File: src/rtl/core/kned_pkg.sv
package kned_pkg;

  localparam logic [7:0] CharEsc   = 8'h5F;
  localparam logic [7:0] CharDot   = 8'h2E;
  localparam logic [7:0] CaseBit   = 8'h20;
  localparam logic [7:0] OctalHigh = 8'h37;

  // Character class worked out by the front end.
  typedef enum logic [2:0] {
    CLS_END,
    CLS_DIGIT,
    CLS_UPPER,
    CLS_ESC,
    CLS_OTHER
  } char_cls_e;

  // Position inside an escape sequence.
  typedef enum logic [1:0] {
    PH_PLAIN,
    PH_ESC,
    PH_OCT1,
    PH_OCT2
  } esc_phase_e;

  typedef struct packed {
    char_cls_e  cls;
    logic       octal;
    logic [7:0] ch;
  } char_item_t;

  function automatic logic is_digit(input logic [7:0] c);
    is_digit = (c >= 8'h30) && (c <= 8'h39);
  endfunction

  function automatic logic is_upper(input logic [7:0] c);
    is_upper = (c >= 8'h41) && (c <= 8'h5A);
  endfunction

  function automatic logic is_lower(input logic [7:0] c);
    is_lower = (c >= 8'h61) && (c <= 8'h7A);
  endfunction

  function automatic logic is_octal(input logic [7:0] c);
    is_octal = (c >= 8'h30) && (c <= OctalHigh);
  endfunction

endpackage

File: src/rtl/core/key_name_escape_decoder.sv
// Each accepted word is written into the character queue and then loaded into the
// output register; the back end waits while the output holds a word not yet taken.
// Throughput: one word per cycle while the output side accepts words.
// The queue holds QueueDepth classified characters, so either side may stall on its own.
// Reset (rst_ni low, asynchronous) empties the queue and the output register and
// returns the decoder to the start of a name.
module key_name_escape_decoder #(
  parameter int unsigned QueueDepth = 2
) (
  input  logic       clk_i,
  input  logic       rst_ni,
  input  logic       in_valid_i,
  output logic       in_ready_o,
  input  logic [7:0] char_in_i,
  output logic       out_valid_o,
  input  logic       out_ready_i,
  output logic       byte_valid_o,
  output logic [7:0] byte_value_o,
  output logic       name_done_o,
  output logic       name_ok_o
);
  import kned_pkg::*;

  char_item_t front_item, queue_item;
  logic       push, q_ready, q_valid, pop;

  kned_front u_front (
    .in_valid_i (in_valid_i),
    .char_in_i  (char_in_i),
    .q_ready_i  (q_ready),
    .in_ready_o (in_ready_o),
    .push_o     (push),
    .item_o     (front_item)
  );

  kned_queue #(
    .Depth (QueueDepth)
  ) u_queue (
    .clk_i       (clk_i),
    .rst_ni      (rst_ni),
    .push_i      (push),
    .push_item_i (front_item),
    .ready_o     (q_ready),
    .pop_i       (pop),
    .valid_o     (q_valid),
    .pop_item_o  (queue_item)
  );

  kned_back u_back (
    .clk_i        (clk_i),
    .rst_ni       (rst_ni),
    .q_valid_i    (q_valid),
    .item_i       (queue_item),
    .pop_o        (pop),
    .out_valid_o  (out_valid_o),
    .out_ready_i  (out_ready_i),
    .byte_valid_o (byte_valid_o),
    .byte_value_o (byte_value_o),
    .name_done_o  (name_done_o),
    .name_ok_o    (name_ok_o)
  );

endmodule

File: src/rtl/core/kned_front.sv
module kned_front (
  input  logic                in_valid_i,
  input  logic [7:0]          char_in_i,
  input  logic                q_ready_i,
  output logic                in_ready_o,
  output logic                push_o,
  output kned_pkg::char_item_t item_o
);
  import kned_pkg::*;

  char_cls_e cls_c;

  always_comb begin
    if (char_in_i == 8'h00) begin
      cls_c = CLS_END;
    end else if (is_digit(char_in_i)) begin
      cls_c = CLS_DIGIT;
    end else if (is_upper(char_in_i)) begin
      cls_c = CLS_UPPER;
    end else if (char_in_i == CharEsc) begin
      cls_c = CLS_ESC;
    end else begin
      cls_c = CLS_OTHER;
    end
  end

  assign item_o.cls   = cls_c;
  assign item_o.octal = is_octal(char_in_i);
  assign item_o.ch    = char_in_i;

  assign in_ready_o = q_ready_i;
  assign push_o     = in_valid_i && q_ready_i;

endmodule

File: src/rtl/core/kned_queue.sv
module kned_queue #(
  parameter int unsigned Depth = 2
) (
  input  logic                 clk_i,
  input  logic                 rst_ni,
  input  logic                 push_i,
  input  kned_pkg::char_item_t push_item_i,
  output logic                 ready_o,
  input  logic                 pop_i,
  output logic                 valid_o,
  output kned_pkg::char_item_t pop_item_o
);
  import kned_pkg::*;

  localparam int unsigned PtrW = (Depth > 1) ? $clog2(Depth) : 1;
  localparam int unsigned CntW = $clog2(Depth + 1);
  localparam logic [PtrW-1:0] LastPtr = PtrW'(Depth - 1);
  localparam logic [CntW-1:0] FullCnt = CntW'(Depth);

  char_item_t      mem_q [Depth];
  logic [PtrW-1:0] wptr_q, wptr_d;
  logic [PtrW-1:0] rptr_q, rptr_d;
  logic [CntW-1:0] cnt_q, cnt_d;
  logic            do_push, do_pop;

  assign ready_o    = (cnt_q != FullCnt);
  assign valid_o    = (cnt_q != '0);
  assign pop_item_o = mem_q[rptr_q];
  assign do_push    = push_i && ready_o;
  assign do_pop     = pop_i && valid_o;

  always_comb begin
    wptr_d = wptr_q;
    rptr_d = rptr_q;
    cnt_d  = cnt_q;
    if (do_push) begin
      wptr_d = (wptr_q == LastPtr) ? '0 : wptr_q + 1'b1;
    end
    if (do_pop) begin
      rptr_d = (rptr_q == LastPtr) ? '0 : rptr_q + 1'b1;
    end
    if (do_push && !do_pop) begin
      cnt_d = cnt_q + 1'b1;
    end else if (do_pop && !do_push) begin
      cnt_d = cnt_q - 1'b1;
    end
  end

  always_ff @(posedge clk_i or negedge rst_ni) begin
    if (!rst_ni) begin
      wptr_q <= '0;
      rptr_q <= '0;
      cnt_q  <= '0;
    end else begin
      wptr_q <= wptr_d;
      rptr_q <= rptr_d;
      cnt_q  <= cnt_d;
    end
  end

  always_ff @(posedge clk_i) begin
    if (do_push) begin
      mem_q[wptr_q] <= push_item_i;
    end
  end

endmodule

File: src/rtl/core/kned_back.sv
module kned_back (
  input  logic                 clk_i,
  input  logic                 rst_ni,
  input  logic                 q_valid_i,
  input  kned_pkg::char_item_t item_i,
  output logic                 pop_o,
  output logic                 out_valid_o,
  input  logic                 out_ready_i,
  output logic                 byte_valid_o,
  output logic [7:0]           byte_value_o,
  output logic                 name_done_o,
  output logic                 name_ok_o
);
  import kned_pkg::*;

  esc_phase_e phase_q, phase_d;
  logic [5:0] partial_q, partial_d;
  logic       seen_q, seen_d;
  logic       err_q, err_d;
  logic       out_valid_q;
  logic       bvalid_q, done_q, ok_q;
  logic [7:0] bvalue_q;

  logic       emit_c, bad_c, done_c, ok_c;
  logic [7:0] value_c;
  logic [8:0] oct_val;
  logic       oct_reject;
  logic       take;

  assign take  = q_valid_i && (!out_valid_q || out_ready_i);
  assign pop_o = take;

  // Full three-digit octal value and the bytes an escape may not stand for.
  assign oct_val    = {partial_q, item_i.ch[2:0]};
  assign oct_reject = (oct_val == 9'd0) || oct_val[8] || is_digit(oct_val[7:0])
                      || is_upper(oct_val[7:0]) || is_lower(oct_val[7:0])
                      || (oct_val[7:0] == CharDot);

  // Result of the current word and whether it breaks the name.
  always_comb begin
    emit_c  = 1'b0;
    bad_c   = 1'b0;
    value_c = 8'h00;
    done_c  = 1'b0;
    ok_c    = 1'b0;
    if (item_i.cls == CLS_END) begin
      done_c = 1'b1;
      ok_c   = seen_q && !err_q && (phase_q == PH_PLAIN);
    end else if (!err_q) begin
      case (phase_q)
        PH_PLAIN: begin
          if (item_i.cls == CLS_DIGIT) begin
            emit_c  = 1'b1;
            value_c = item_i.ch;
          end else if (item_i.cls == CLS_UPPER) begin
            emit_c  = 1'b1;
            value_c = item_i.ch | CaseBit;
          end else if (item_i.cls != CLS_ESC) begin
            bad_c = 1'b1;
          end
        end
        PH_ESC: begin
          if (item_i.cls == CLS_ESC) begin
            emit_c  = 1'b1;
            value_c = CharDot;
          end else if (item_i.cls == CLS_UPPER) begin
            emit_c  = 1'b1;
            value_c = item_i.ch;
          end else if (!item_i.octal) begin
            bad_c = 1'b1;
          end
        end
        PH_OCT1: begin
          bad_c = !item_i.octal;
        end
        PH_OCT2: begin
          if (item_i.octal && !oct_reject) begin
            emit_c  = 1'b1;
            value_c = oct_val[7:0];
          end else begin
            bad_c = 1'b1;
          end
        end
        default: begin
          bad_c = 1'b1;
        end
      endcase
    end
  end

  always_comb begin
    phase_d   = phase_q;
    partial_d = partial_q;
    seen_d    = seen_q;
    err_d     = err_q;
    if (item_i.cls == CLS_END) begin
      phase_d   = PH_PLAIN;
      partial_d = '0;
      seen_d    = 1'b0;
      err_d     = 1'b0;
    end else begin
      seen_d = 1'b1;
      if (!err_q) begin
        case (phase_q)
          PH_PLAIN: begin
            if (item_i.cls == CLS_ESC) begin
              phase_d = PH_ESC;
            end
          end
          PH_ESC: begin
            if (item_i.octal) begin
              partial_d = {3'b000, item_i.ch[2:0]};
              phase_d   = PH_OCT1;
            end
          end
          PH_OCT1: begin
            partial_d = {partial_q[2:0], item_i.ch[2:0]};
            phase_d   = PH_OCT2;
          end
          default: begin
            phase_d = phase_q;
          end
        endcase
        if (bad_c || emit_c) begin
          phase_d   = PH_PLAIN;
          partial_d = '0;
        end
        err_d = bad_c;
      end
    end
  end

  always_ff @(posedge clk_i or negedge rst_ni) begin
    if (!rst_ni) begin
      phase_q     <= PH_PLAIN;
      partial_q   <= '0;
      seen_q      <= 1'b0;
      err_q       <= 1'b0;
      out_valid_q <= 1'b0;
    end else begin
      if (take) begin
        phase_q   <= phase_d;
        partial_q <= partial_d;
        seen_q    <= seen_d;
        err_q     <= err_d;
      end
      if (take) begin
        out_valid_q <= 1'b1;
      end else if (out_ready_i) begin
        out_valid_q <= 1'b0;
      end
    end
  end

  always_ff @(posedge clk_i) begin
    if (take) begin
      bvalid_q <= emit_c;
      bvalue_q <= value_c;
      done_q   <= done_c;
      ok_q     <= ok_c;
    end
  end

  assign out_valid_o  = out_valid_q;
  assign byte_valid_o = bvalid_q;
  assign byte_value_o = bvalue_q;
  assign name_done_o  = done_q;
  assign name_ok_o    = ok_q;

endmodule

File: config.mk
export PLATFORM = sky130hd
export DESIGN_NAME = key_name_escape_decoder
export DESIGN_NICKNAME = d
export VERILOG_FILES = /design/src/rtl/core/kned_pkg.sv /design/src/rtl/core/key_name_escape_decoder.sv /design/src/rtl/core/kned_front.sv /design/src/rtl/core/kned_queue.sv /design/src/rtl/core/kned_back.sv
export SDC_FILE = /design/constraint.sdc
export NUM_CORES = 1
export LEC_CHECK = 0
export ABC_AREA = 1
export BUFFER_PORTS_ARGS = -buffer_cell sky130_fd_sc_hd__buf_2
export CAP_MARGIN = 20
export CORE_AREA = 2 2 90 58
export CTS_CLUSTER_DIAMETER = 120
export DETAILED_ROUTE_END_ITERATION = 10
export DIE_AREA = 0 0 92 60
export MAX_ROUTING_LAYER = met4
export PLACE_DENSITY = 0.79
export SKIP_LAST_GASP = 1
export SLEW_MARGIN = 20
export SYNTH_ARGS = -nofsm -noshare
export SYNTH_HDL_FRONTEND = slang
export SYNTH_HIERARCHICAL = 1
export SYNTH_SLANG_ARGS = --single-unit
export TNS_END_PERCENT = 20
File: constraint.sdc
create_clock -name clk_i -period 3.05 [get_ports clk_i]
set_clock_uncertainty 0.05 [all_clocks]
set_input_delay 0.305 -clock clk_i [delete_from_list [all_inputs] [get_ports clk_i]]
set_output_delay 0.305 -clock clk_i [all_outputs]
set_load 0.02 [all_outputs]
* Yosys cells after proc, flatten, opt, wreduce, memory -nomap -nowiden *
Memory sizes are Yosys's and may differ from the RTL's.
Cells that the tools add are included.

word-level totals
  register bits after elaboration = 26
  logic and storage cells = 131
  input bits = 12
  output and inout port bits = 13
  memories kept = 1
  bits in writable memories = 24

cells by class
  order comparisons = 11
  multiplexer cells = 50
  $add $sub $neg = 4
  reduce and logical (&&, ||, !) cells = 40
  eq/ne operators = 13

memories
  name           depth  width  read ports  clocked after memory_dff  write ports  RTL line          source
  u_queue.mem_q  2      12     1           0                         1            kned_queue.sv:20  char_item_t mem_q [Depth];

operators with widths
  kind                                                                                  count
  8-bit 2-to-1 mux                                                                      5
  1-bit 2-to-1 mux                                                                      25
  8-bit by 7-bit greater-or-equal comparator with 1-bit output (second input constant)  3
  8-bit by 6-bit <= comparator with 1-bit output (second input constant)                3
  8-bit by 7-bit <= comparator with 1-bit output (second input constant)                3
  6-bit 2-to-1 mux                                                                      4
  8-bit case mux with 3 select lines                                                    1
  8-bit by 6-bit greater-or-equal comparator with 1-bit output (second input constant)  2
  1-bit logical AND                                                                     15
  2-bit 2-to-1 mux                                                                      7
  3-bit 2-to-1 mux                                                                      4
  6-bit case mux with 2 select lines                                                    1
  9-bit logical NOT                                                                     1
  8-bit by 6-bit equality test with 1-bit output (second input constant)                1
  8-bit by 7-bit equality test with 1-bit output (second input constant)                1
  8-bit logical NOT                                                                     1
  1-bit logical OR                                                                      7
  3-bit by 2-bit equality test with 1-bit output (second input constant)                2
  1-bit logical NOT                                                                     6
  2-bit case mux with 3 select lines                                                    1
  2-bit nonzero test                                                                    3
  5-bit AND reduction                                                                   1
  5-bit nonzero test                                                                    1
  2-bit equality test (second input constant)                                           2
  other kinds (16)                                                                      18

* Longest topological paths before layout *
Gate-level depths: netlist (run 1).
An unclocked memory read counts as a cell.

  depth in word-level cells = 17
  depth in mapped cells = 20
  depth with buffers taken out = 19

* Cells and area by module *
Netlist (run 1), hierarchy kept.

by module, submodules not included
  module      area an instance (um2)  times used  seq. area each (um2)  cells an instance
  kned_back   1385.1                  1           605.6                 178
  kned_queue  1119.8                  1           820.8                 91
  kned_front  211.5                   1           0.0                   43

* Least setup slack after synthesis (run 1) *
Ideal clock, no wire load.

  kind = reg-to-reg
  from = register u_queue.rptr_q
  to = register u_back.partial_q[0]
  slack = 1.053 ns
  cell stages (with the launch flop) = 18
  arrival = 1.824 ns
  required time = 2.877 ns
  clock period less this slack = 1.997 ns
  library setup time = 0.123 ns
  buffers on the path = 1
  cell sequence = dfrtp_1 inv_2 buf_6 nand2_1 nand2_1 inv_2 nor2_2 inv_2 nor2_2 nand2_2 o211ai_2 nand2_1 nand2_1 nand2_2 nand4_2 nand2_4 o21ai_0 nand2_1

RTL lines
  element                   RTL line          source
  start: declaration        kned_queue.sv:22  logic [PtrW-1:0] rptr_q, rptr_d;
  start signal: assignment  kned_queue.sv:56  rptr_q <= rptr_d;
  end signal: assignment    kned_back.sv:143  partial_q <= partial_d;
  end: declaration          kned_back.sv:17   logic [5:0] partial_q, partial_d;

==> results of run 1 <==
[timing repair]
action	in CTS	in global routing
endpoints found under the hold margin	15	0
hold buffers	1	0
setup endpoints to repair	0	0
setup buffers	0	0
[sequential cells by signal, summed over array words and instances (netlist names)]
register	cells
u_back/byte_value_o	8
u_back/name_done_o	1
u_back/byte_valid_o	1
u_back/partial_q	6
u_queue/mem_q	24
u_back/err_q	1
u_back/phase_q	2
u_back/name_ok_o	1
u_queue/rptr_q	1
u_back/seen_q	1
u_queue/cnt_q	2
u_queue/wptr_q	1
u_back/out_valid_o	1
[per-layer routing]
layer  GRT usage  up-vias  routed length, um
li1            -     1039                  -
met1       0.306      968               2640
met2       0.327       72               2320
met3      0.0467        7                357
met4      0.0640        0                 53
met5           -        -                  0
[power groups by stage]
stage / sequential, mW / combinational, mW / clock, mW
final: 1.14 / 1.55 / 0.366
after global routing: 1.17 / 1.73 / 0.398
after CTS: 1.14 / 1.53 / 0.371
after detailed placement: 1.16 / 1.53 / 0
after global placement: 1.15 / 1.47 / 0
after floorplan: 1.22 / 1.11 / 0
[layout make-up]
class	count	area (um2)
clock buffer	8	80.1
fill	419	1810
inverter	46	173
multi-input combinational	205	1030
sequential	50	1430
tap	66	82.6
timing repair buffer	28	153
[cell usage in the layout (no fill, tap or decap), types with 2 or more instances in the layout]
| cell type | n |
|---|---|
| ha_1 | 6 |
| nor3_1 | 5 |
| buf_2 | 24 |
| edfxtp_1 | 35 |
| nand3_1 | 8 |
| nand2_4 | 4 |
| nand3_2 | 2 |
| a31oi_1 | 2 |
| nand2_1 | 102 |
| clkbuf_1 | 3 |
| nor2_2 | 4 |
| nor2_1 | 27 |
| clkbuf_8 | 5 |
| inv_1 | 39 |
| nand4_1 | 4 |
| a21oi_1 | 9 |
| inv_2 | 7 |
| dfrtp_1 | 15 |
| nand2_2 | 6 |
| buf_4 | 3 |
| o21ai_0 | 12 |
[worst max-delay path, cell delays in order, from the launching register on]
cell	delay [ns]
dfrtp_1	0.63
inv_2	0.21
nand2_1	0.11
nand2_1	0.07
inv_1	0.11
nand2_1	0.08
nor2_1	0.11
nand2_1	0.06
nand2_1	0.06
nor2_1	0.04
nand2_1	0.09
nand3_2	0.11
nand2_1	0.10
nand2_2	0.10
nand4_2	0.12
nand2_4	0.12
o21ai_0	0.21
nand2_1	0.07
[kinds of logic after synthesis]
family,synth area share
buf+inv,0.0953
xor+xnor,0.00921
fa+ha+maj,0.0276
compound gates,0.0613
flops,0.525
simple gates,0.281
[metrics by stage]
step	worst slack, ns	utilization	instance area (um2)	hold slack, ns
2_1_floorplan	1.05	-	2720	-0.0406
3_3_place_gp	0.682	0.601	2860	0.192
3_5_place_dp	0.590	0.601	2860	0.193
4_1_cts	0.553	0.619	2950	0.176
5_1_grt	0.228	0.619	2950	0.173
6_report	0.483	0.619	2950	0.168
[path summary, 6_finish.rpt]
kind	to	slack, ns	cells past startpoint
setup / recovery	u_back/partial_q[5]	0.48	17
hold / removal	u_queue/mem_q[1][0]	0.17	1
setup reg to reg	u_back/partial_q[5]	0.48	17
hold reg to reg	u_back/out_valid_o	0.45	2
max in group asynchronous	u_back/phase_q[1]	2.30	2
min in group asynchronous	u_queue/cnt_q[1]	0.39	2
==> metrics.md, run 1 <==
| Metric | Value |
|---|---|
| Status | complete, no violations |
| Antenna violations before repair | 0 |
| Clock sink count | 50 |
| Post-synth EDFFs | 35 |
| CTS tree | built |
| Leakage | 1.44 nW |
| Crit. End Element | flip-flop |
| CTS Root Cell | clkbuf_8 |
| Netlist cell types | 33 |
| P&R area growth vs syn | 8.43% |
| Cell Area, Synth | 2720 um2 |
| Share of post-route cells with drive strength above 1 | 0.178 |
| Setup repair after global routing missed its margin | false |
| Synth warn | 6 |
| Fin crit share | 0.842 |
| Switch share | 0.464 |
| Drt total wl | 5370 um |
| Drt wl/cell | 13.3 um |
| Cells resized by post-CTS repair | 0 |
| PD cells | 1040 nW/um2 |
| Hpwl dp | 4120 um |
| Internal power | 1.64 mW |
| Leading post-synthesis cells by cell area | edfxtp_1 (39%), nand2_1 (14%), dfrtp_1 (14%) |
| Max_cap viols | 0 |
| Net count, final | 354 |
| NetSw | 1.42 mW |
| Die Width | 92 um |
| Clk_lat worst skew | 0.30 ns |
| H-Tree Depth | 2 |
| Maximum VDD drop | 0.284 mV |
| Vert. Die Dim | 60 um |
| Max_slew headroom | 0.692 |
| Largest buffer count on any clock path | 2 |
| Most common cell in the netlist | nand2_1 |
| Net Count, Synth | 330 |
| GRT Util Overall | 0.219 |
| Initial Utilization | 0.571 |
| Worst R2R Start | u_queue/rptr_q |
| TritonCTS buffer count | 5 |
| Via density | 5.18 |
| Dominant synthesized flop cell | edfxtp_1 |
| Arr. time, crit path | 2.71 ns |
| Power, Total | 3.06 mW |
| Slew of the pin with the lowest slew margin | 0.462 ns |
| Hold Path Class | in -> reg |
| Setup CP Type | reg -> reg |
| Number of inserted diodes | 0 |
| Post-DRT Antenna Nets | 0 |
| Vias in the first global route | 1,798 |
| Die ar. | 5520 um2 |
| Critical path fanouts, max | 14 |
| #FFs+latches synth | 50 |
| Post-route DRC | 0 |
| Placed insts | 394 |
| Largest net degree at the start of global routing | 16 |
| Port Buffers | 24 |
| Slew Viols, Final | 0 |
| Critical hold path startpoint | char_in_i[0] |
| Area fraction of the dominant cell type after synthesis | 0.387 |
| CP startpoint | u_queue/rptr_q |
| # IOs | 25 |
| Max frequency | 390 MHz |
| Asr flop ratio synth | 0.300 |
| Req. time, crit path | 3.19 ns |
| FP Rows | 20 |
| DR pass1 iterations | 5 |
| Startpoint types | flip-flop |
| Post-route non-filler standard cell count | 403 |
| Minimum clock period | 2.57 ns |
| Setup TNS | 0 ns |
| Final setup viols | 0 |
| Final GP Congestion | 0.891 |
| Post-synthesis sequential area ratio | 0.525 |
| Sequential Power Share | 0.373 |
| Synth cell count leaders | nand2_1 (102), inv_1 (39), edfxtp_1 (35) |
| Initial DRC Count | 109 |
| Fin. Hold Viols | 0 |
| Clock transition at path regs | 0.09 ns |
| Combinational share of power | 0.507 |
| Syn Area/Cell | 8.71 um2 |
| Core Box Area | 4750 um2 |
| Synthesized netlist cell count | 312 |
| Gr ovfl total | 0 |
| Via count | 2,086 |
| First-pass GRT wire length | 8740 um |
| Clock network fraction of total power | 0.120 |
| Biggest area consumer among synthesized cells | edfxtp_1 |
(Power assumes the default switching activity.)
==> inputs of run 2 (changes only) <==
--- a/config.mk
+++ b/config.mk
@@ -5,13 +5,13 @@
 export SDC_FILE = /design/constraint.sdc
 export NUM_CORES = 1
 export LEC_CHECK = 0
-export ABC_AREA = 1
+export ABC_AREA = 0
 export BUFFER_PORTS_ARGS = -buffer_cell sky130_fd_sc_hd__buf_2
 export CAP_MARGIN = 20
-export CORE_AREA = 2 2 90 58
+export CORE_AREA = 2 2 90 57
 export CTS_CLUSTER_DIAMETER = 120
 export DETAILED_ROUTE_END_ITERATION = 10
-export DIE_AREA = 0 0 92 60
+export DIE_AREA = 0 0 92 59
 export MAX_ROUTING_LAYER = met4
 export PLACE_DENSITY = 0.79
 export SKIP_LAST_GASP = 1
==> constraint.sdc (replaced) <==
create_clock -name clk_i -period 2.49 [get_ports clk_i]
set_clock_uncertainty 0.05 [all_clocks]
set_input_delay 0.249 -clock clk_i [delete_from_list [all_inputs] [get_ports clk_i]]
set_output_delay 0.249 -clock clk_i [all_outputs]
set_load 0.02 [all_outputs]
==> run 2 against run 1 <==
The flow now finishes with violations (negative setup slack). Worst hold slack improved by 0.0079 ns. Global-route usage grew 1.2 points. Synthesized area down 3.3%. Critical path depth is 10 lower. Sequential power increased by 17%. Routed wire length increased by 2.4%. Clock-buffer cell count shrank 2.
==> metrics.md, run 2 <==
| Metric | Value |
|---|---|
| Final setup viols | 13 (+13) |
| Synth warn | 6 (unchanged) |
| Initial DRC Count | 243 (+120%) |
| Via count | 1,904 (-8.7%) |
| Crit path max-delay cell type | or4_4 |
| CP startpoint | u_queue/rptr_q |
| CTS Root Cell | clkbuf_8 |
| GRT Util Overall | 0.231 (+0.0123) |
| Met3 usage | 0.0420 (-0.00467) |
| DP Area | 2860 um2 (about the same) |
| Die ar. | 5430 um2 (-1.7%) |
| Max_cap viols | 0 (unchanged) |
| Syn Area/Cell | 11.9 um2 (+37%) |
| Most common cell in the netlist | edfxtp_1 |
| Delay-heaviest family, CP | simple AND/OR/NAND/NOR gates |
| DR pass1 iterations | 6 (+1) |
| Failing checks | negative setup slack |
| Placed insts | 310 (-21%) |
| GR Layer Usage met1 | 0.331 (+0.0255) |
| Slew of the pin with the lowest slew margin | 0.621 ns (+0.159 ns) |
| Met2 track demand over resource | 0.338 (+0.0116) |
| H-Tree Depth | 2 (unchanged) |
| Startpoint types | flip-flop |
| Most common cell after layout, fill and taps aside | edfxtp_1 |
| Net count, final | 276 (-22%) |
| Largest net degree at the start of global routing | 16 (unchanged) |
| Post-synth EDFFs | 35 (unchanged) |
| Net Count, Synth | 238 (-28%) |
| Crit. End Element | flip-flop |
| Setup CP Type | reg -> reg |
| Worst stage delay on the critical path | 0.54 ns (-0.09 ns) |
| First-pass GRT wire length | 9040 um (+3.4%) |
| Maximum VDD drop | 0.793 mV (+180%) |
| Fin crit share | 1.06 (+0.214) |
| Setup repair after global routing missed its margin | true |
| Fin worst setup slack | -0.138 ns (-0.621 ns) |
| Area fraction of the dominant cell type after synthesis | 0.400 (+0.0133) |
| Drt total wl | 5500 um (+2.4%) |
| Gr ovfl total | 0 (unchanged) |
| Hpwl dp | 3960 um (-3.8%) |
| Core Box Area | 4520 um2 (-5.0%) |
| Critical hold path startpoint | char_in_i[1] |
| Req. time, crit path | 2.49 ns (-0.70 ns) |
| Vert. Die Dim | 59 um (-1.7%) |
| TritonCTS buffer count | 5 (unchanged) |
| Commonest non-fill, non-tap cells in the layout | edfxtp_1 (35), buf_2 (24), buf_4 (21) |
| Cell Area, Synth | 2630 um2 (-3.3%) |
| Final GP Congestion | 0.838 (-5.9%) |
| Post-route non-filler standard cell count | 322 (-20%) |
| Netlist cell types | 57 (+73%) |
| Drt wl/cell | 17.1 um (+28%) |
| Synthesized netlist cell count | 220 (-29%) |
| Clock sink count | 50 (unchanged) |
| Worst R2R Start | u_queue/rptr_q |
| Initial Utilization | 0.581 (+0.0101) |
| Minimum clock period | 2.63 ns (+0.0608 ns) |
| Largest register FFs | 24 (unchanged) |
| Post-DRT Antenna Nets | 0 (unchanged) |
| FP Rows | 19 (-5.0%) |
| Dominant synthesized flop cell | edfxtp_1 |
| Post-route DRC | 0 (unchanged) |
| Biggest area consumer among synthesized cells | edfxtp_1 |
| Port Buffers | 24 (unchanged) |
| Fin. Hold Viols | 0 (unchanged) |
| Leading post-synthesis cells by cell area | edfxtp_1 (40%), dfrtp_1 (14%), mux2_2 (5.1%) |
| Share of post-route cells with drive strength above 1 | 0.340 (+0.162) |
| Vias in the first global route | 1,774 (-1.3%) |
| Most used routing layer | met2 |
| Worst path cell trace | mux2_4, or4_4, o2111a_2, o31a_1, and2_4, a221oi_2, nor2_1 |
| Largest buffer count on any clock path | 2 (unchanged) |
| Number of inserted diodes | 0 (unchanged) |
| Final instance area | 3040 um2 (+3.3%) |
| Clock transition at path regs | 0.08 ns (about the same) |
| Asr flop ratio synth | 0.300 (unchanged) |
| Arr. time, crit path | 2.63 ns (-0.08 ns) |
| Max frequency | 380 MHz (-2.3%) |
| Antenna violations before repair | 0 (unchanged) |
| Post-synthesis sequential area ratio | 0.543 (+0.0180) |
| Leakage | 1.21 nW (-16%) |
| Via density | 5.91 (+14%) |
| Clk_lat worst skew | 0.30 ns (about the same) |
| P&R area growth vs syn | 15.9% |
| Hold Path Class | in -> reg |
| Slew Viols, Final | 0 (unchanged) |
| WP buf/inv | 0 (-2) |
| Die Width | 92 um (unchanged) |
| Top reg by flops | u_queue/mem_q |
| Critical path fanouts, max | 8 (-6) |
| CTS tree | built |
| Synth cell count leaders | edfxtp_1 (35), nor2_1 (17), dfrtp_1 (15), nand2_1 (15), mux2_2 (12) |
| PD cells | 1190 nW/um2 (+15%) |
| # IOs | 25 (unchanged) |
| #FFs+latches synth | 50 (unchanged) |
| Max_slew headroom | 0.586 (-0.106) |
| Status | finished with violations |
## run 2: path summary, 6_finish.rpt
| kind | end | cells past startpoint | slack, ns |
|---|---|---|---|
| max in group asynchronous | u_queue/rptr_q | 2 | 1.79 |
| min in group asynchronous | u_back/seen_q | 2 | 0.32 |
| min reg2reg | u_back/seen_q | 2 | 0.45 |
| max reg2reg | u_back/byte_value_o[3] | 7 | -0.14 |
| min | u_queue/mem_q[1][1] | 1 | 0.18 |
| max | u_back/byte_value_o[3] | 7 | -0.14 |
## run 2: metrics by stage
stage                     setup TNS, ns  power, mW  hold WS (ns)  utilization  worst slack, ns
after floorplan                   -1.52       2.52       -0.0966            -           -0.163
after global placement            -1.31       2.97         0.121        0.633           -0.137
after detailed placement          -2.99       3.02         0.125        0.633           -0.317
after CTS                         -1.04       3.51         0.172        0.660           -0.170
after global routing              -2.54       3.84         0.178        0.674           -0.202
final                             -1.12       3.63         0.176        0.674           -0.138
## run 2: repair_timing
item / CTS / global route
endpoints found under the setup margin: 17 / 17
buffers inserted: 2 / 1
pin swaps: 3 / 11
resized for setup: 7 / 9
hold endpoints to repair: 15 / 0
hold buffers: 1 / 0
## run 2: per-layer routing
layer  share of wire  vias up
li1                -      892
met1            0.47      909
met2            0.43       94
met3           0.087        9
met4           0.014        0
met5               0        -
## run 2: logic make-up (layout without fill, tap and decap cells)
family / count (synthesis) / count (layout) / share of synthesized area
AOI/OAI and AO/OA: 50 / 50 / 0.147
xor gates and xnor gates: 6 / 6 / 0.0200
adders and majority gates: 6 / 6 / 0.0286
buffers and inverters: 23 / 62 / 0.0519
DFF: 50 / 50 / 0.543
muxes: 13 / 13 / 0.0553
and+or+nand+nor: 72 / 72 / 0.154
## run 2: layout make-up
| class | instances | area (um2) |
|---|---|---|
| multi-input cells | 147 | 1140 |
| fillers | 333 | 1470 |
| inverters | 8 | 30.0 |
| clock inverters | 2 | 8.76 |
| flip-flops and latches | 50 | 1430 |
| repair buffers | 46 | 288 |
| well taps | 63 | 78.8 |
| clock buffers | 6 | 72.6 |
## run 2: where the power goes
| group | total, mW | leakage, nW | switching (mW) | internal (mW) |
|---|---|---|---|---|
| sequential | 1.33 | 0.523 | 0.141 | 1.19 |
| clock | 0.444 | 0.0426 | 0.251 | 0.193 |
| combinational | 1.85 | 0.645 | 1.07 | 0.789 |
| total | 3.63 | 1.21 | 1.46 | 2.17 |
## run 2: worst register-to-register path, stage by stage (launching register included)
cell      delay, ns
dfrtp_2        0.45
mux2_4         0.32
or4_4          0.54
o2111a_2       0.18
o31a_1         0.29
and2_4         0.19
a221oi_2       0.28
nor2_1         0.09
==> inputs of run 3 (changes only) <==
==> constraint.sdc (replaced) <==
create_clock -name clk_i -period 2.8 [get_ports clk_i]
set_clock_uncertainty 0.05 [all_clocks]
set_input_delay 0.28 -clock clk_i [delete_from_list [all_inputs] [get_ports clk_i]]
set_output_delay 0.28 -clock clk_i [all_outputs]
set_load 0.02 [all_outputs]
==> run 3 against run 2 <==
The flow now finishes without violations. Core utilization fell by 4.3 points. Critical path type unchanged. Maximum frequency shrank 3.1%. Combinational power decreased by 26%.
==> metrics.md, run 3 (synthesis gave the netlist of run 2 again) <==
| Metric | Value |
|---|---|
| Final setup viols | 0 (-13) |
| Slew Viols, Final | 0 (unchanged) |
| Maximum VDD drop | 0.570 mV (-28%) |
| Share of post-route cells with drive strength above 1 | 0.264 (-0.0753) |
| Largest register FFs | 24 (unchanged) |
| Sequential Power Share | 0.403 (+0.037) |
| DP Area | 2750 um2 (-3.7%) |
| Gr ovfl total | 0 (unchanged) |
| CTS Root Cell | clkbuf_8 |
| Filler cell count | 353 (+6.0%) |
| PD cells | 1040 nW/um2 (-13%) |
| Vias in the first global route | 1,757 (-0.96%) |
| Critical path fanouts, max | 8 (unchanged) |
| Fin crit share | 0.969 (-0.0869) |
| Via count | 1,813 (-4.8%) |
| Fin. Hold Viols | 0 (unchanged) |
| Post-route non-filler standard cell count | 305 (-5.3%) |
| Drt wl/cell | 16.7 um (-2.2%) |
| Setup TNS | 0 ns (+1.12 ns) |
| Status | complete, no violations |
| Final instance area | 2850 um2 (-6.4%) |
| Final GP Congestion | 0.965 (+15%) |
| # IOs | 25 (unchanged) |
| Internal power | 1.78 mW (-18%) |
| Hold Path Class | in -> reg |
| Reg-to-reg setup timing slack | 0.09 ns (+0.23 ns) |
| Antenna violations before repair | 0 (unchanged) |
| Post-DRT Antenna Nets | 0 (unchanged) |
| Switch share | 0.401 (-0.000765) |
| P&R area growth vs syn | 8.48% |
| Vert. Die Dim | 59 um (unchanged) |
| Fin worst setup slack | 0.0879 ns (+0.226 ns) |
| Via density | 5.94 (+0.53%) |
| Clock sink count | 50 (unchanged) |
| FP Rows | 19 (unchanged) |
| Placed insts | 296 (-4.5%) |
| Clk_lat worst skew | 0.31 ns (about the same) |
| Setup repair after global routing missed its margin | false |
| Setup CP Type | reg -> reg |
| Crit. End Element | flip-flop |
| CTS tree | built |
| Port Buffers | 24 (unchanged) |
| Dpl ws | 0.105 ns (+0.422 ns) |
| Power, Total | 2.96 mW (-18%) |
| Max frequency | 369 MHz (-3.1%) |
| Max_slew headroom | 0.579 (-0.00732) |
| Post-route DRC | 0 (unchanged) |
| Startpoint types | flip-flop |
| Combinational share of power | 0.460 (-0.051) |
| Arr. time, crit path | 2.73 ns (+0.10 ns) |
| Die ar. | 5430 um2 (unchanged) |
| Initial Utilization | 0.581 (unchanged) |
| Req. time, crit path | 2.81 ns (+0.32 ns) |
| Clock network fraction of total power | 0.138 (+0.015) |
| Slew of the pin with the lowest slew margin | 0.632 ns (+0.0110 ns) |
| Core Box Area | 4520 um2 (unchanged) |
| DR pass1 iterations | 5 (-1) |
| Net count, final | 259 (-6.2%) |
| Hpwl dp | 3740 um (-5.6%) |
| GRT Util Overall | 0.217 (-0.0141) |
| First-pass GRT wire length | 8580 um (-5.1%) |
| Top reg by flops | u_queue/mem_q |
| Most common cell after layout, fill and taps aside | edfxtp_1 |
| TritonCTS buffer count | 5 (unchanged) |
| Drt total wl | 5100 um (-7.3%) |
| H-Tree Depth | 2 (unchanged) |
| Number of inserted diodes | 0 (unchanged) |
| Max_cap viols | 0 (unchanged) |
| Leakage | 1.11 nW (-8.1%) |
| Commonest non-fill, non-tap cells in the layout | edfxtp_1 (35), buf_2 (24), nor2_1 (17) |
| Minimum clock period | 2.71 ns (+0.0839 ns) |
| Largest net degree at the start of global routing | 16 (unchanged) |
| Initial DRC Count | 172 (-29%) |
| Largest buffer count on any clock path | 2 (unchanged) |
| Die Width | 92 um (unchanged) |
| Clock transition at path regs | 0.09 ns (about the same) |
| NetSw | 1.19 mW (-18%) |
==> run 3: cell types whose count changed in the layout (fill, tap and decap cells not counted), sizes merged <==
cell / before / now
buf: 45 / 28
clkbuf: 6 / 5
clkinvlp: 0 / 1
==> run 3: area by class of cell <==
class / instances / area (um2) / share of cell area
multi-input combinational: 147 / 1070 / 0.375
clock inverter: 3 / 16.3 / 0.00571
sequential: 50 / 1430 / 0.501
clock buffer: 5 / 68.8 / 0.0242
timing repair buffer: 29 / 160 / 0.0562
tap: 63 / 78.8 / 0.0277
inverter: 8 / 30.0 / 0.0105
==> run 3: repair_timing <==
action | in CTS | in global routing
hold buffers | 1 | 0
gates resized for setup | 0 | 1
buffers inserted | 0 | 0
endpoints found under the hold margin | 15 | 0
setup endpoints to repair | 0 | 3
==> run 3: critical path, cell delays in order, from the launching register on <==
cell and delay, ns:
dfrtp_1 0.44, mux2_4 0.36, or4_4 0.52, o2111a_2 0.16
o31a_1 0.33, and2_2 0.27, a221oi_2 0.28, nor2_1 0.06
==> run 3: path summary, 6_finish.rpt <==
check	start	endpoint	cells after the start
worst max register to register	u_queue/rptr_q	u_back/byte_value_o[3]	7
worst min register to register	u_back/seen_q	u_back/seen_q	2
worst min-delay path	char_in_i[5]	u_queue/mem_q[1][5]	1
max in group asynchronous	rst_ni	u_queue/rptr_q	2
worst max-delay path	u_queue/rptr_q	u_back/byte_value_o[3]	7
min in group asynchronous	rst_ni	u_back/err_q	2
==> run 3: power by group through the flow <==
stage	combinational [mW]	clock [mW]	sequential [mW]
2_1_floorplan	0.982	0	1.25
3_3_place_gp	1.32	0	1.20
3_5_place_dp	1.35	0	1.21
4_1_cts	1.35	0.414	1.19
5_1_grt	1.50	0.447	1.22
6_report	1.36	0.408	1.19
==> run 3: stage by stage <==
step	util	hold WS [ns]
finish	0.631	0.167
global route	0.631	0.186
CTS	0.630	0.162
detailed placement	0.609	0.156
global placement	0.609	0.154
floorplan	-	-0.0656
==> run 3: routing by layer <==
| layer | vias to the layer above | global-route usage | routed length (um) |
|---|---|---|---|
| met1 | 866 | 0.318 | 2510 |
| met3 | 8 | 0.0420 | 428 |
| met4 | 0 | 0.0853 | 82 |
| met2 | 80 | 0.300 | 2070 |
| met5 | - | - | 0 |
| li1 | 859 | - | - |
